==> src/sv/lnna_pkg.sv <==
// Shared constants, types and tables for the landmark association block.
package lnna_pkg;

  localparam int ENTRIES_PER_COLOUR = 256;
  localparam int COLOUR_COUNT = 4;
  localparam int IDX_W = $clog2(ENTRIES_PER_COLOUR);
  localparam int CNT_W = IDX_W + 1;
  localparam int COL_W = (COLOUR_COUNT > 1) ? $clog2(COLOUR_COUNT) : 1;
  localparam int ADDR_W = COL_W + IDX_W;
  localparam int TABLE_DEPTH = COLOUR_COUNT * ENTRIES_PER_COLOUR;

  localparam int POS_W = 20;
  localparam int ANG_W = 16;
  localparam int RANGE_W = 17;
  localparam int THR_W = 16;
  localparam int WEIGHT_W = 17;
  localparam int CFG_W = 17;
  localparam int CFG_IDX_W = 2;
  localparam int CORDIC_STEPS = 16;
  localparam int CORDIC_W = 34;
  localparam int STEP_W = 4;
  localparam int DIST_W = 43;
  localparam int LARGE_COLOUR = 3;

  localparam logic [CFG_IDX_W-1:0] REG_RANGE_LIMIT = 2'd0;
  localparam logic [CFG_IDX_W-1:0] REG_SMALL_THR = 2'd1;
  localparam logic [CFG_IDX_W-1:0] REG_LARGE_THR = 2'd2;
  localparam logic [CFG_IDX_W-1:0] REG_BLEND_WEIGHT = 2'd3;

  localparam logic [2:0] OUT_IGNORED = 3'd0;
  localparam logic [2:0] OUT_MATCHED = 3'd1;
  localparam logic [2:0] OUT_VERIFIED = 3'd2;
  localparam logic [2:0] OUT_NEW = 3'd3;
  localparam logic [2:0] OUT_FULL = 3'd4;

  localparam logic signed [CORDIC_W-1:0] CORDIC_ONE = 34'sd652032874;
  localparam logic signed [POS_W-1:0] POS_MAX = 20'sd524287;
  localparam logic signed [POS_W-1:0] POS_MIN = -20'sd524288;

  // Commands from the controller to the datapath.
  typedef struct packed {
    logic load;
    logic cordic_step;
    logic mul_x;
    logic mul_y;
    logic obs_fix;
    logic scan_issue;
    logic scan_eval;
    logic blend_mul;
    logic blend_fix;
    logic commit;
    logic out_load;
  } lnna_cmd_t;

  typedef struct packed {
    logic ignore;
    logic scan_done;
    logic full;
    logic out_busy;
  } lnna_status_t;

  function automatic logic signed [CORDIC_W-1:0] atan_entry(input logic [STEP_W-1:0] i);
    logic signed [CORDIC_W-1:0] v;
    unique case (i)
      4'd0: v = 34'sh020000000;
      4'd1: v = 34'sh012E4051E;
      4'd2: v = 34'sh009FB385B;
      4'd3: v = 34'sh0051111D4;
      4'd4: v = 34'sh0028B0D43;
      4'd5: v = 34'sh00145D7E1;
      4'd6: v = 34'sh000A2F61E;
      4'd7: v = 34'sh000517C55;
      4'd8: v = 34'sh00028BE53;
      4'd9: v = 34'sh000145F2F;
      4'd10: v = 34'sh0000A2F98;
      4'd11: v = 34'sh0000517CC;
      4'd12: v = 34'sh000028BE6;
      4'd13: v = 34'sh0000145F3;
      4'd14: v = 34'sh00000A2FA;
      default: v = 34'sh00000517D;
    endcase
    return v;
  endfunction

  function automatic logic signed [POS_W-1:0] sat_pos(input logic signed [39:0] v);
    logic signed [POS_W-1:0] r;
    if (v > 40'(POS_MAX)) r = POS_MAX;
    else if (v < 40'(POS_MIN)) r = POS_MIN;
    else r = v[POS_W-1:0];
    return r;
  endfunction

endpackage

==> src/sv/lnna_ctrl.sv <==
// Sequencing state machine for the association block.
module lnna_ctrl
  import lnna_pkg::*;
(
  input  logic         clk,
  input  logic         rst,
  input  logic         in_valid,
  output logic         in_stall,
  input  lnna_status_t status,
  output lnna_cmd_t    cmd
);
  localparam logic [3:0] S_IDLE = 4'd0;
  localparam logic [3:0] S_CHECK = 4'd1;
  localparam logic [3:0] S_CORDIC = 4'd2;
  localparam logic [3:0] S_MULX = 4'd3;
  localparam logic [3:0] S_MULY = 4'd4;
  localparam logic [3:0] S_OBS = 4'd5;
  localparam logic [3:0] S_SCAN = 4'd6;
  localparam logic [3:0] S_DRAIN1 = 4'd7;
  localparam logic [3:0] S_DRAIN2 = 4'd8;
  localparam logic [3:0] S_BMUL = 4'd9;
  localparam logic [3:0] S_BFIX = 4'd10;
  localparam logic [3:0] S_COMMIT = 4'd11;
  localparam logic [3:0] S_OUT = 4'd12;

  logic [3:0] state, state_next;
  logic [STEP_W-1:0] step, step_next;

  always_ff @(posedge clk) begin
    if (rst) begin
      state <= S_IDLE;
      step <= '0;
    end else begin
      state <= state_next;
      step <= step_next;
    end
  end

  always_comb begin
    state_next = state;
    step_next = step;
    cmd = '0;
    in_stall = 1'b1;
    unique case (state)
      S_IDLE: begin
        in_stall = 1'b0;
        cmd.load = in_valid;
        if (in_valid) state_next = S_CHECK;
      end
      S_CHECK: begin
        step_next = '0;
        state_next = status.ignore ? S_OUT : S_CORDIC;
      end
      S_CORDIC: begin
        cmd.cordic_step = 1'b1;
        step_next = step + 1'b1;
        if (step == STEP_W'(CORDIC_STEPS - 1)) state_next = S_MULX;
      end
      S_MULX: begin
        cmd.mul_x = 1'b1;
        state_next = S_MULY;
      end
      S_MULY: begin
        cmd.mul_y = 1'b1;
        state_next = S_OBS;
      end
      S_OBS: begin
        cmd.obs_fix = 1'b1;
        state_next = S_SCAN;
      end
      S_SCAN: begin
        cmd.scan_issue = 1'b1;
        cmd.scan_eval = 1'b1;
        if (status.scan_done) state_next = S_DRAIN1;
      end
      S_DRAIN1: begin
        cmd.scan_eval = 1'b1;
        state_next = S_DRAIN2;
      end
      S_DRAIN2: begin
        cmd.scan_eval = 1'b1;
        state_next = S_BMUL;
      end
      S_BMUL: begin
        cmd.blend_mul = 1'b1;
        state_next = S_BFIX;
      end
      S_BFIX: begin
        cmd.blend_fix = 1'b1;
        state_next = S_COMMIT;
      end
      S_COMMIT: begin
        cmd.commit = 1'b1;
        state_next = S_OUT;
      end
      S_OUT: begin
        if (!status.out_busy) begin
          cmd.out_load = 1'b1;
          state_next = S_IDLE;
        end
      end
      default: state_next = S_IDLE;
    endcase
  end
endmodule

==> config.mk <==
export PLATFORM = sky130hd
export DESIGN_NAME = lnna_ctrl
export DESIGN_NICKNAME = d
export VERILOG_FILES = /design/src/sv/lnna_pkg.sv /design/src/sv/lnna_ctrl.sv
export SDC_FILE = /design/constraint.sdc
export NUM_CORES = 1
export LEC_CHECK = 0
export ABC_CLOCK_PERIOD_IN_PS = 2810
export BUFFER_PORTS_ARGS = -buffer_cell sky130_fd_sc_hd__clkbuf_2
export CORE_MARGIN = 2
export CORE_UTILIZATION = 25
export CTS_BUF_LIST = sky130_fd_sc_hd__clkbuf_4 sky130_fd_sc_hd__clkbuf_8 sky130_fd_sc_hd__clkbuf_16
export CTS_CLUSTER_DIAMETER = 30
export DETAILED_ROUTE_END_ITERATION = 10
export PLACE_DENSITY_LB_ADDON = 0.25
export SLEW_MARGIN = 10
export SYNTH_ARGS = -nofsm -noshare
export SYNTH_HDL_FRONTEND = slang
export SYNTH_SLANG_ARGS = --single-unit
==> constraint.sdc <==
create_clock -name clk -period 2.81 [get_ports clk]
set_input_delay 0.281 -clock clk [delete_from_list [all_inputs] [get_ports clk]]
set_output_delay 0.281 -clock clk [all_outputs]
set_load 0.05 [all_outputs]
Yosys cells after proc, flatten, opt, wreduce, memory -nomap -nowiden. Index checks and enable logic that the tools add are counted.

Equality and inequality tests: 17. Reduce and logical (&&, ||, !) cells: 4. Multiplexer cells: 20. $add $sub $neg: 1.

Operators with widths (count): 4-bit case mux with 13 select lines (1); 4-bit equality test, second input constant (6); 4-bit two-way mux (5); 4-bit by 3-bit equality test with 1-bit output, second input constant (4); 1-bit two-way mux (13); 4-bit by 2-bit equality test with 1-bit output, second input constant (2); 2-bit != test, second input constant (4); 4-bit case mux with 2 select lines (1); 4-bit by 1-bit adder with 4-bit output, second input constant (1); 4-bit by 1-bit equality test with 1-bit output, second input constant (1); 4-bit logical NOT (1); 4-bit AND reduction (1); 3-bit OR reduction (1); 2-bit nonzero test (1).

Logic and storage cells: 44. Output and inout bits: 12. Input bits: 7. Register bits: 8.

Logic depth before layout (Yosys ltp).
Word-level depth: 3. Gate-level depth with buffers: 5. Depth with buffers taken out: 4.

Worst setup path before layout. OpenSTA, ideal clock, no wires.

Path type: register -> output. From: reg state[0]. To: out cmd[4] (netlist bit). Path slack: 0.688 ns. Cell stages (with the launch flop): 4. Buffers on the path: 1. Data required time: 2.529 ns. Arrival time: 1.841 ns. Path through: dfxtp_1 buf_4 or2_2 o21ai_0.

RTL lines: start: declaration (RTL line lnna_ctrl.sv:26) `logic [3:0] state, state_next;`; start signal: assignment (RTL line lnna_ctrl.sv:34) `state <= state_next;`; end: declaration (RTL line lnna_ctrl.sv:10) `output lnna_cmd_t cmd`.

==> flow_summary.yaml <==
clock_tree:
  clkTransAtPathRegs_ps: 50
  root_buffer: "clkbuf_4"
  cts_buffer_depth: 2
  htree_levels: 1
  cts_buffers: 3
  clk_latency_ps: 250
  post_cts_resized: 0
  postCtsSetupBuffers: 0
  clock_sinks: 8
  hold_buffers: 0
  cts_tree: "built"
worst_setup_path:
  crit_family: "simple AND/OR/NAND/NOR gates"
  crit_slowest_cell: "dfxtp_1"
  cp_num_buf_inv: 1
  critPathKind: "register to primary output"
  r2r_end: "state[2]"
  start_kind: "register"
  critPathMaxFanout: 18
  crit_required_ps: 2530
  cpPeakStageDelay_ps: 470
  cp_cell_sequence: "or2_2, nor3_1, clkbuf_2"
  reg2reg_slack_ps: 1060
  rr_startpoint: "state[0]"
  endpoint_kind: "primary output"
  r2r_cells: 4
  worstPathArrival_ps: 1600
power_and_ir_drop:
  intPower_w: 0.000324
  pwr-share-clk_pct: 12.1
  p_sw_w: 0.000382
  comb_power_share_pct: 56.4
  sw_frac_of_total_pct: 54.1
  power_density_mw_per_mm2: 1010
  totalPowerFinal_w: 0.000706
  ir_worst_vdd_v: 0.000739
  p_leak_nw: 0.296
  pwr-share-seq_pct: 31.6
die:
  die_w_um: 52.7
  initial_core_util_pct: 26.6
  dieArea_mm2: 0.00278
  core-area_mm2: 0.00223
  rows: 17
  ioPinCount: 19
  fp.dieH_um: 52.7
final_layout:
  layout-drive-gt1-share_pct: 25.0
  final_util_pct: 31.3
  final_common_cell: "clkbuf_2"
  area_growth_pct: 17.9
  final_cell_mix: "clkbuf_2 (17), nor2_1 (13), o21ai_0 (8), dfxtp_1 (8)"
  nFillCells: 252
  nets: 106
  diodes: 0
sta:
  final_max_slew_viol_count: 0
  max-slew-margin-rel_pct: 62.6
  worst_pin_slew_ps: 561
  hold_viol: 0
  clock.fmax_mhz: 532
  finalClockSkew_ps: 3.44
  period_minus_slack_ps: 1880
  rsz0062_at_grt: "false"
  finalSetupViolCount: 0
  fin_crit_sh_pct: 66.9
  setup-tns-final_ps: 0
synth:
  synthDistinctLibCells: 35
  syn_area_um2: 593
  syn_area_per_cell_um2: 7.23
  syn-num-nets: 90
  synthCells: 82
  yosysWarningCount: 0
  ys_seq_elements: 8
  synth_seq_area_share_pct: 27.0
drt:
  drt_wl_total_um: 1370
  drt.antenna.violating_nets: 0
  num_vias: 621
  drt_first_pass_iters: 4
  viasPerCell: 5.01
  drtIter0Drc: 13
  drc: 0
  wl_per_cell_um: 11.0
global_routing:
  grt_first_pass_wirelength_um: 2370
  grt-busiest-layer: "met1"
  grtUsageMet2_pct: 15.6
  overflow: 0
  grt_pass1_vias: 533
  use_met3_pct: 3.43
  grt_max_degree: 19
  antenna_found_initial: 0
  grt_usage_pct: 11.4
  grtUsageMet1_pct: 16.4
hold_path:
  hold_end: "step[3]"
  hold_path.class: "input port to register"
  worstHoldPathCells: 2
  min-delay-start: "rst"
outcome:
  status: "finished clean"
flow_run:
  cap_viol_max_count: 0
placed_design:
  place_hpwl_um: 1010
  finalWeightedCongestion: 0.718
  place.port_buffers: 17
per-layer routing:
metal / wire (µm) / vias to the layer above
met5: 0 / -
met4: 14 / 0
met3: 56 / 2
met2: 592 / 13
met1: 701 / 288
li1: - / 318
power by group through the flow:
stage                     Sequential, W  Combinational [W]  Clock (W)
final                          0.000223           0.000398  0.0000852
after global routing           0.000234           0.000437  0.0000954
after CTS                      0.000220           0.000402  0.0000880
after detailed placement       0.000223           0.000401          0
after global placement         0.000224           0.000404          0
after floorplan                0.000161           0.000405          0
how the worst max path moves through the flow:
stage                  start  depth (start not counted)       end
floorplan           state[0]                          3    cmd[4]
global placement    state[0]                          4  state[2]
detailed placement  state[0]                          4  state[2]
CTS                 state[0]                          3    cmd[0]
global route        state[1]                          3    cmd[0]
finish              state[0]                          3    cmd[0]
state kept, by name, summed over array words and instances (netlist names):
name	cells
state	4
step	4
synth_stat cells (all sizes together):
cell | number | share of area [%]
dfxtp | 8 | 27
clkbuf | 1 | 0.63
mux2i | 1 | 1.7
a22oi | 1 | 1.3
a221o | 1 | 1.7
and3 | 3 | 3.2
mux2 | 1 | 2.5
ha | 1 | 2.1
nor2 | 14 | 9.3
nor2b | 1 | 1.1
o22ai | 1 | 1.1
a21oi | 5 | 4.2
nand3b | 1 | 1.3
a41oi | 1 | 1.5
a21o | 1 | 1.3
or2 | 2 | 2.1
a2bb2oi | 1 | 1.5
and2 | 2 | 2.1
nand2b | 5 | 5.7
o21a | 1 | 1.3
nor3b | 1 | 1.3
nor4b | 1 | 1.5
or2b | 1 | 1.3
nor4 | 1 | 1.1
o21ai | 8 | 6.8
buf | 5 | 5.5
nand2 | 5 | 3.2
nor3 | 3 | 2.5
a2111oi | 1 | 1.5
nand3 | 3 | 2.5
inv | 1 | 0.63
per-stage QoR:
step	std cells	setup WS, ps	hold WS (ps)	area, µm²
6_report	124	931	316	699
5_1_grt	124	815	318	699
4_1_cts	124	920	309	699
3_5_place_dp	121	1080	501	677
3_3_place_gp	121	1060	502	677
2_1_floorplan	82	688	350	593
layout make-up:
class / count / area (µm²) / share of cell area [%]
multi-input combinational: 67 / 393 / 56.2
inverter: 1 / 3.75 / 0.537
clock buffer: 3 / 22.5 / 3.22
timing repair buffer: 17 / 85.1 / 12.2
sequential: 8 / 160 / 22.9
tap: 28 / 35.0 / 5.01
kinds of logic after synthesis:
family          after synthesis  synth area share, %
mux                           2                 4.22
fa+ha+maj                     1                 2.11
simple gates                 43                 38.0
compound gates               21                 21.9
flops                         8                 27.0
buf+inv                       7                 6.75
Note: power is estimated with default switching activity, not from simulation.
